$ cat src/sv/ptt_pkg.sv
`default_nettype none
package ptt_pkg;

	localparam logic [1:0] OP_ADD  = 2'd0;
	localparam logic [1:0] OP_FIND = 2'd1;
	localparam logic [1:0] OP_TICK = 2'd2;

	localparam logic REG_TTL_RELOAD = 1'b0;
	localparam logic REG_SCAN_ALL   = 1'b1;

	localparam logic [7:0] TTL_RELOAD_RST = 8'd10;

	localparam int unsigned IN_W   = 64;
	localparam int unsigned QDEPTH = 2;
	localparam int unsigned QAW    = $clog2(QDEPTH);

	typedef enum logic [1:0] {
		CMD_ADD,
		CMD_FIND,
		CMD_TICK,
		CMD_NOP
	} cmd_kind_t;

	typedef enum logic [1:0] {
		ST_REFRESH,
		ST_INSERT,
		ST_FULL,
		ST_REJECT
	} add_status_t;

	typedef enum logic [1:0] {
		E_IDLE,
		E_SCAN,
		E_LAST,
		E_FIN
	} eng_state_t;

	typedef struct packed {
		cmd_kind_t          kind;
		logic [47:0]        addr;
		logic signed [7:0]  strength;
		logic               present;
		logic               badge;
	} cmd_t;

	typedef struct packed {
		logic [47:0]        addr;
		logic signed [7:0]  strength;
		logic [7:0]         ttl;
	} entry_t;

	typedef struct packed {
		logic               entry_badge;
		logic [7:0]         entry_ttl;
		logic signed [7:0]  entry_strength;
		logic [3:0]         entry_index;
		logic               hit;
		add_status_t        add_status;
	} res_t;

	localparam int unsigned OUT_W = $bits(res_t);

endpackage
`default_nettype wire

$ cat src/sv/ptt_front.sv
`default_nettype none
module ptt_front import ptt_pkg::*; (
	input  wire logic            clk,
	input  wire logic            arst_n,
	input  wire logic            s_tvalid,
	output logic                 s_tready,
	input  wire logic [IN_W-1:0] s_tdata,
	input  wire logic [1:0]      s_tuser,
	output logic                 push,
	output cmd_t                 push_cmd,
	input  wire logic            q_full
);

	logic      v_s1;
	cmd_t      cmd_s1;
	cmd_kind_t kind;
	logic      take;

	always_comb begin
		unique case (s_tuser)
			OP_ADD:  kind = CMD_ADD;
			OP_FIND: kind = CMD_FIND;
			OP_TICK: kind = CMD_TICK;
			default: kind = CMD_NOP;
		endcase
	end

	assign push     = v_s1 && !q_full;
	assign s_tready = !v_s1 || !q_full;
	assign take     = s_tvalid && s_tready;
	assign push_cmd = cmd_s1;

	always_ff @(posedge clk or negedge arst_n) begin
		if (!arst_n) begin
			v_s1 <= 1'b0;
		end else if (take) begin
			v_s1 <= 1'b1;
		end else if (push) begin
			v_s1 <= 1'b0;
		end
	end

	always_ff @(posedge clk) begin
		if (take) begin
			cmd_s1.kind     <= kind;
			cmd_s1.addr     <= s_tdata[47:0];
			cmd_s1.strength <= s_tdata[55:48];
			cmd_s1.present  <= s_tdata[56];
			cmd_s1.badge    <= s_tdata[57];
		end
	end

endmodule
`default_nettype wire

$ cat src/sv/ptt_queue.sv
`default_nettype none
module ptt_queue import ptt_pkg::*; (
	input  wire logic clk,
	input  wire logic arst_n,
	input  wire logic push,
	input  wire cmd_t din,
	output logic      full,
	input  wire logic pop,
	output cmd_t      dout,
	output logic      valid
);

	cmd_t           mem_q [QDEPTH];
	logic [QAW-1:0] wptr_q, rptr_q;
	logic [QAW:0]   cnt_q;

	assign full  = cnt_q == (QAW+1)'(QDEPTH);
	assign valid = cnt_q != '0;
	assign dout  = mem_q[rptr_q];

	always_ff @(posedge clk or negedge arst_n) begin
		if (!arst_n) begin
			wptr_q <= '0;
			rptr_q <= '0;
			cnt_q  <= '0;
		end else begin
			if (push) begin
				wptr_q <= wptr_q + 1'b1;
			end
			if (pop) begin
				rptr_q <= rptr_q + 1'b1;
			end
			if (push && !pop) begin
				cnt_q <= cnt_q + 1'b1;
			end else if (pop && !push) begin
				cnt_q <= cnt_q - 1'b1;
			end
		end
	end

	always_ff @(posedge clk) begin
		if (push) begin
			mem_q[wptr_q] <= din;
		end
	end

endmodule
`default_nettype wire

$ cat src/sv/ptt_engine.sv
`default_nettype none
module ptt_engine import ptt_pkg::*; #(
	parameter int unsigned ENTRIES = 16
) (
	input  wire logic             clk,
	input  wire logic             arst_n,
	input  wire logic [7:0]       ttl_reload,
	input  wire logic             scan_all,
	input  wire logic             q_valid,
	input  wire cmd_t             q_cmd,
	output logic                  q_pop,
	output logic                  m_tvalid,
	input  wire logic             m_tready,
	output logic [OUT_W-1:0]      m_tdata
);

	localparam int unsigned IW = $clog2(ENTRIES);

	eng_state_t       state_q, state_d;
	cmd_t             cmd_q;
	logic [IW-1:0]    idx_q, ridx_q, midx_q, fidx_q;
	logic             rvalid_q, match_q, free_q;
	entry_t           rdata_q, mdata_q;
	logic [ENTRIES-1:0] used_q, badge_q;
	entry_t           mem [ENTRIES];

	logic             rd_en, out_free, fin;
	logic             hit_now, free_now, age, expire;
	logic [IW-1:0]    slot;
	logic             found, new_badge, admit, add_go;
	logic             we;
	logic [IW-1:0]    waddr;
	entry_t           wdata;
	res_t             res;
	logic             m_tvalid_q;
	res_t             res_q;

	assign q_pop    = (state_q == E_IDLE) && q_valid;
	assign rd_en    = state_q == E_SCAN;
	assign out_free = !m_tvalid_q || m_tready;
	assign fin      = (state_q == E_FIN) && out_free;

	assign hit_now  = rvalid_q && used_q[ridx_q] && (rdata_q.addr == cmd_q.addr);
	assign free_now = rvalid_q && !used_q[ridx_q];
	assign age      = rvalid_q && (cmd_q.kind == CMD_TICK) && used_q[ridx_q];
	assign expire   = age && (rdata_q.ttl <= 8'd1);

	assign slot      = match_q ? midx_q : fidx_q;
	assign found     = match_q || free_q;
	assign new_badge = cmd_q.present ? cmd_q.badge : badge_q[slot];
	assign admit     = scan_all || new_badge;
	assign add_go    = fin && (cmd_q.kind == CMD_ADD) && found;

	always_comb begin
		we    = (age && !expire) || (add_go && admit);
		waddr = add_go ? slot : ridx_q;
		if (add_go) begin
			wdata.addr     = cmd_q.addr;
			wdata.strength = cmd_q.strength;
			wdata.ttl      = ttl_reload;
		end else begin
			wdata.addr     = rdata_q.addr;
			wdata.strength = rdata_q.strength;
			wdata.ttl      = rdata_q.ttl - 8'd1;
		end
	end

	always_comb begin
		res = '0;
		case (cmd_q.kind)
			CMD_ADD: begin
				if (!found) begin
					res.add_status = ST_FULL;
				end else begin
					res.entry_index = 4'(slot);
					if (!admit) begin
						res.add_status = ST_REJECT;
					end else if (match_q) begin
						res.add_status = ST_REFRESH;
					end else begin
						res.add_status = ST_INSERT;
					end
				end
			end
			CMD_FIND: begin
				if (match_q) begin
					res.hit            = 1'b1;
					res.entry_index    = 4'(midx_q);
					res.entry_strength = mdata_q.strength;
					res.entry_ttl      = mdata_q.ttl;
					res.entry_badge    = badge_q[midx_q];
				end
			end
			default: begin
				res = '0;
			end
		endcase
	end

	always_comb begin
		state_d = state_q;
		unique case (state_q)
			E_IDLE: begin
				if (q_valid) begin
					state_d = (q_cmd.kind == CMD_NOP) ? E_FIN : E_SCAN;
				end
			end
			E_SCAN: begin
				if (idx_q == IW'(ENTRIES - 1)) begin
					state_d = E_LAST;
				end
			end
			E_LAST: begin
				state_d = E_FIN;
			end
			E_FIN: begin
				if (out_free) begin
					state_d = E_IDLE;
				end
			end
			default: begin
				state_d = E_IDLE;
			end
		endcase
	end

	always_ff @(posedge clk or negedge arst_n) begin
		if (!arst_n) begin
			state_q <= E_IDLE;
		end else begin
			state_q <= state_d;
		end
	end

	always_ff @(posedge clk or negedge arst_n) begin
		if (!arst_n) begin
			idx_q      <= '0;
			rvalid_q   <= 1'b0;
			match_q    <= 1'b0;
			free_q     <= 1'b0;
			used_q     <= '0;
			badge_q    <= '0;
			m_tvalid_q <= 1'b0;
		end else begin
			rvalid_q <= rd_en;
			if (q_pop) begin
				idx_q   <= '0;
				match_q <= 1'b0;
				free_q  <= 1'b0;
			end else begin
				if (rd_en) begin
					idx_q <= idx_q + 1'b1;
				end
				if (hit_now && !match_q) begin
					match_q <= 1'b1;
				end
				if (free_now && !free_q) begin
					free_q <= 1'b1;
				end
			end
			if (expire) begin
				used_q[ridx_q]  <= 1'b0;
				badge_q[ridx_q] <= 1'b0;
			end
			if (add_go) begin
				if (cmd_q.present) begin
					badge_q[slot] <= cmd_q.badge;
				end
				if (admit) begin
					used_q[slot] <= 1'b1;
				end
			end
			if (fin) begin
				m_tvalid_q <= 1'b1;
			end else if (m_tready) begin
				m_tvalid_q <= 1'b0;
			end
		end
	end

	always_ff @(posedge clk) begin
		if (q_pop) begin
			cmd_q <= q_cmd;
		end
		ridx_q <= idx_q;
		if (hit_now && !match_q) begin
			midx_q  <= ridx_q;
			mdata_q <= rdata_q;
		end
		if (free_now && !free_q) begin
			fidx_q <= ridx_q;
		end
		if (fin) begin
			res_q <= res;
		end
	end

	always_ff @(posedge clk) begin
		if (rd_en) begin
			rdata_q <= mem[idx_q];
		end
	end

	always_ff @(posedge clk) begin
		if (we) begin
			mem[waddr] <= wdata;
		end
	end

	assign m_tvalid = m_tvalid_q;
	assign m_tdata  = res_q;

endmodule
`default_nettype wire

$ cat src/sv/peer_table_with_ttl_aging.sv
// Peer table of ENTRIES slots keyed by 48-bit address. Each transfer on the
// input stream is an add, find or tick (tuser) and yields exactly one result
// transfer. Items are decoded into a two-deep command queue, and a back-end
// engine then sweeps the entry memory one slot per cycle through its single
// read port: an add, find or tick runs through pop, a read of each slot,
// the last compare and the result; an unknown operation goes from pop to
// the result, which may then wait on m_tready. Slot valid and badge bits
// are flip-flops cleared by reset, so the table is usable right after
// reset. Write ttl_reload and scan_all only while the block is idle.
`default_nettype none
module peer_table_with_ttl_aging import ptt_pkg::*; #(
	parameter int unsigned ENTRIES = 16
) (
	input  wire logic             clk,
	input  wire logic             arst_n,
	input  wire logic             s_tvalid,
	output logic                  s_tready,
	// peer_address[47:0], signal_strength[55:48], vendor_data_present[56],
	// vendor_is_badge[57], zero[63:58]
	input  wire logic [IN_W-1:0]  s_tdata,
	// operation[1:0]
	input  wire logic [1:0]       s_tuser,
	output logic                  m_tvalid,
	input  wire logic             m_tready,
	// add_status[1:0], hit[2], entry_index[6:3], entry_strength[14:7],
	// entry_ttl[22:15], entry_badge[23]
	output logic [OUT_W-1:0]      m_tdata,
	input  wire logic             cfg_valid,
	output logic                  cfg_ready,
	input  wire logic             cfg_index,
	input  wire logic [7:0]       cfg_data
);

	logic [7:0] ttl_reload_q;
	logic       scan_all_q;
	logic       push, q_full, q_valid, q_pop;
	cmd_t       push_cmd, q_cmd;

	assign cfg_ready = 1'b1;

	always_ff @(posedge clk or negedge arst_n) begin
		if (!arst_n) begin
			ttl_reload_q <= TTL_RELOAD_RST;
			scan_all_q   <= 1'b0;
		end else if (cfg_valid && cfg_ready) begin
			unique case (cfg_index)
				REG_TTL_RELOAD: ttl_reload_q <= cfg_data;
				REG_SCAN_ALL:   scan_all_q   <= cfg_data[0];
				default:        ;
			endcase
		end
	end

	ptt_front u_front (
		.clk      (clk),
		.arst_n   (arst_n),
		.s_tvalid (s_tvalid),
		.s_tready (s_tready),
		.s_tdata  (s_tdata),
		.s_tuser  (s_tuser),
		.push     (push),
		.push_cmd (push_cmd),
		.q_full   (q_full)
	);

	ptt_queue u_queue (
		.clk    (clk),
		.arst_n (arst_n),
		.push   (push),
		.din    (push_cmd),
		.full   (q_full),
		.pop    (q_pop),
		.dout   (q_cmd),
		.valid  (q_valid)
	);

	ptt_engine #(
		.ENTRIES (ENTRIES)
	) u_engine (
		.clk        (clk),
		.arst_n     (arst_n),
		.ttl_reload (ttl_reload_q),
		.scan_all   (scan_all_q),
		.q_valid    (q_valid),
		.q_cmd      (q_cmd),
		.q_pop      (q_pop),
		.m_tvalid   (m_tvalid),
		.m_tready   (m_tready),
		.m_tdata    (m_tdata)
	);

endmodule
`default_nettype wire

$ cat config.mk
export PLATFORM = sky130hd
export DESIGN_NAME = peer_table_with_ttl_aging
export DESIGN_NICKNAME = d
export VERILOG_FILES = /design/src/sv/ptt_pkg.sv /design/src/sv/ptt_front.sv /design/src/sv/ptt_queue.sv /design/src/sv/ptt_engine.sv /design/src/sv/peer_table_with_ttl_aging.sv
export SDC_FILE = /design/constraint.sdc
export NUM_CORES = 2
export LEC_CHECK = 0
export BUFFER_PORTS_ARGS = -buffer_cell sky130_fd_sc_hd__buf_2
export CAP_MARGIN = 20
export CORE_UTILIZATION = 60
export DETAILED_ROUTE_END_ITERATION = 12
export PLACE_DENSITY = 0.77
export RECOVER_POWER = 25
export SYNTH_ARGS = -nofsm -noshare
export SYNTH_HDL_FRONTEND = slang
export SYNTH_HIERARCHICAL = 1
export SYNTH_SLANG_ARGS = --single-unit
$ cat constraint.sdc
create_clock -name clk -period 11.91 [get_ports clk]
set_input_delay 2.382 -clock clk [delete_from_list [all_inputs] [get_ports clk]]
set_output_delay 2.382 -clock clk [all_outputs]
set_load 0.02 [all_outputs]
==> impl_metrics.env <==
export IMPL_status="complete, but fails checks"
export IMPL_violations="max-capacitance violations, max-slew violations"
export IMPL_std_cell_rows=110
export IMPL_totalWireLength_mm=121.1
export IMPL_power_w=0.01388
export IMPL_fmax_mhz=131.6
export IMPL_wl_per_cell_um=30.17
export IMPL_grt_overflow_total=0
export IMPL_async_flop_share_pct=3.900
export IMPL_cts_tree="built"
export IMPL_cp_max_fo=121
export IMPL_synth_edf_count=1376
export IMPL_die_area_sq_mm=0.09338
export IMPL_dr_pass1_iters=7
export IMPL_final_setup_viol_count=0
export IMPL_drtIter0Drc=3316
export IMPL_clk_latency_ps=750
export IMPL_synth_top_area_share_pct=74.72
export IMPL_ant_nets=0
export IMPL_nNetsFinal=2817
export IMPL_die_w_um=305.6
export IMPL_grt_first_pass_wirelength_mm=178.4
export IMPL_ctsResizeCount=0
export IMPL_required_ps=12390
export IMPL_root_buffer="clkbuf_16"
export IMPL_synth_nets=2645
export IMPL_yosys_cell_count_top_type="edfxtp_1"
export IMPL_end_kind="flop"
export IMPL_p_leak_nw=19.46
export IMPL_layout_min_cycle_time_ps=7600
export IMPL_htreeDepth=4
export IMPL_preCtsSetupSlack_ps=4843
export IMPL_ys_ff_latch=1436
export IMPL_layout_setup_ws_ps=4310
export IMPL_arrival_ps=8080
export IMPL_hold_class="flop to flop"
export IMPL_cap_violations=14
export IMPL_power_density_mw_per_mm2=227.0
export IMPL_dpl_cell_count=3756
export IMPL_netlist_area_sq_mm=0.05530
export IMPL_cts_hold_buf=0
export IMPL_yosysTopAreaCell="edfxtp_1"
export IMPL_yosysWarnings=6
export IMPL_gp_routability_congestion=0.8861
export IMPL_power_frac_seq_pct=49.9
export IMPL_cts_sinks=1436
export IMPL_clk_pin_slew_worst_paths_ps=60
export IMPL_r2r_slack_ps=4310
export IMPL_die_h_um=305.6
export IMPL_pwr_share_comb_pct=19.8
export IMPL_worstSetupPathType="flop to flop"
export IMPL_crit_path_start_kind="flop"
export IMPL_netlist_instances=2556
export IMPL_pwr_share_clk_pct=30.3
export IMPL_placed_cell_area_sq_mm=0.05716
export IMPL_grt_start_max_net_pins=171
export IMPL_fin_crit_sh_pct=63.81
export IMPL_hold_viol_final=0
export IMPL_yosysSeqAreaShare_pct=77.41
export IMPL_start_util_pct=60.97
export IMPL_timing_setup_tns_ps=0
export IMPL_tightest_slew_ps=5075
export IMPL_p_sw_share_pct=26.95
export IMPL_fin_cells=4014
export IMPL_diodes=0
export IMPL_fp_coreArea_sq_mm=0.09070
export IMPL_cts_max_path_buffers=3
export IMPL_switching_power_w=0.003740
export IMPL_post_cts_buffers=0
export IMPL_antenna_found_initial=1
export IMPL_syn_area_per_cell_sq_um=21.63
export IMPL_vias_per_cell=6.571
export IMPL_peakVddDrop_uv=226.7
export IMPL_max_slew_margin_pct=-238.3
export IMPL_place_hpwl_mm=60.13
export IMPL_ios=107
export IMPL_synth_area_top_cells="edfxtp_1, mux4_2, dfrtp_1, mux2_4, nand2_1"
export IMPL_grt_pass1_vias=27220
export IMPL_io_buffers=99
export IMPL_track_usage_pct=26.58
export IMPL_num_vias=26370
export IMPL_cellInternalPower_w=0.01014
export IMPL_synth_flop_cell="edfxtp_1"
export IMPL_drive_above_1_share_pct=24.49
export IMPL_drc=0
export IMPL_numCtsBuffers=141
export IMPL_netlist_top_cells_count="edfxtp_1, mux4_2, nand2_1"
export IMPL_drv_slew=830
export IMPL_syn_to_final_growth_pct=10.58
export IMPL_ys_types=74
export IMPL_fin_area_sq_mm=0.06115
export IMPL_fin_skew_ps=26.03
export IMPL_rsz0062_at_grt="no"
-- stage by stage --
step / hold WS [ps] / util (%)
floorplan: 345.4 / -
global placement: 423.0 / 63.03
detailed placement: 430.4 / 63.03
CTS: 443.9 / 67.79
global route: 444.7 / 67.42
finish: 444.5 / 67.42
-- layout make-up --
cell class                 instances  area, sq um
tap                             1176         1471
multi-input combinational        981        11640
clock buffer                     184         3784
clock inverter                    69        539.3
fill                            5361        29550
sequential                      1436        42800
timing repair buffer             152        850.8
inverter                          16        60.06
-- worst max-delay path: stages (launching register included) --
cell and delay [ps]:
dfrtp_1 1490, clkbuf_2 3470, buf_4 1120, mux4_2 620, mux4_2 540
-- registers in the layout, summed over array words and instances, names as in the netlist, 2 cells and up --
name              flops
u_engine/mdata_q     16
u_engine/used_q      16
u_engine/rdata_q     64
u_engine/cmd_q       60
ttl_reload_q          8
u_engine/mem       1024
u_queue/cnt_q         2
u_engine/state_q      2
u_engine/fidx_q       4
u_front/push_cmd     60
u_engine/ridx_q       4
u_engine/badge_q     16
u_engine/midx_q       4
u_engine/idx_q        4
u_engine/m_tdata     24
u_queue/mem_q       120
-- cell usage in the layout (no fill, tap or decap), types with 33 or more instances in the layout --
master,n
buf_2,93
buf_4,43
clkbuf_1,51
clkbuf_16,144
clkinv_1,33
dfrtp_1,54
edfxtp_1,1376
mux2_1,59
mux4_2,325
nand2_1,222
nor2_1,42
o21ai_0,36
xor2_1,55
-- worst paths after layout --
path | endpoint | depth (start not counted) | startpoint
setup / recovery | u_engine/rdata_q[19] | 4 | u_engine/idx_q[0]
hold / removal | u_queue/mem_q[0][41] | 0 | u_front/push_cmd[41]
setup reg to reg | u_engine/rdata_q[19] | 4 | u_engine/idx_q[0]
hold reg to reg | u_queue/mem_q[0][41] | 0 | u_front/push_cmd[41]
max in group asynchronous | u_engine/m_tvalid | 2 | arst_n
min in group asynchronous | u_engine/idx_q[3] | 2 | arst_n
-- power by group through the flow --
stage	sequential (W)	clock [W]	combinational, W
after floorplan	0.00686	0	0.00204
after global placement	0.00698	0	0.00259
after detailed placement	0.00701	0	0.00269
after CTS	0.00692	0.00425	0.00273
after global routing	0.00698	0.00444	0.00293
final	0.00693	0.00420	0.00275
-- cell families (layout without fill, tap and decap cells) --
family	after synthesis	in the layout	synth area share [%]
compound gates	127	127	1.629
mux	404	404	15.29
buf+inv	139	421	1.321
xor+xnor	62	62	0.9820
simple gates	378	378	3.165
flops	1436	1436	77.41
other cells	1	1	0.006781
fa+ha+maj	9	9	0.2036
-- metal layers --
layer  global-route usage [%]  part of all wire [%]  vias to the layer above
li1                         -                     -                    10820
met1                    34.88                    36                    13850
met2                    44.98                    52                     1429
met3                    4.555                   8.2                      277
met4                    10.18                   3.6                        0
met5                        0                     0                        -
No activity file was read; power rests on OpenSTA's default activity.
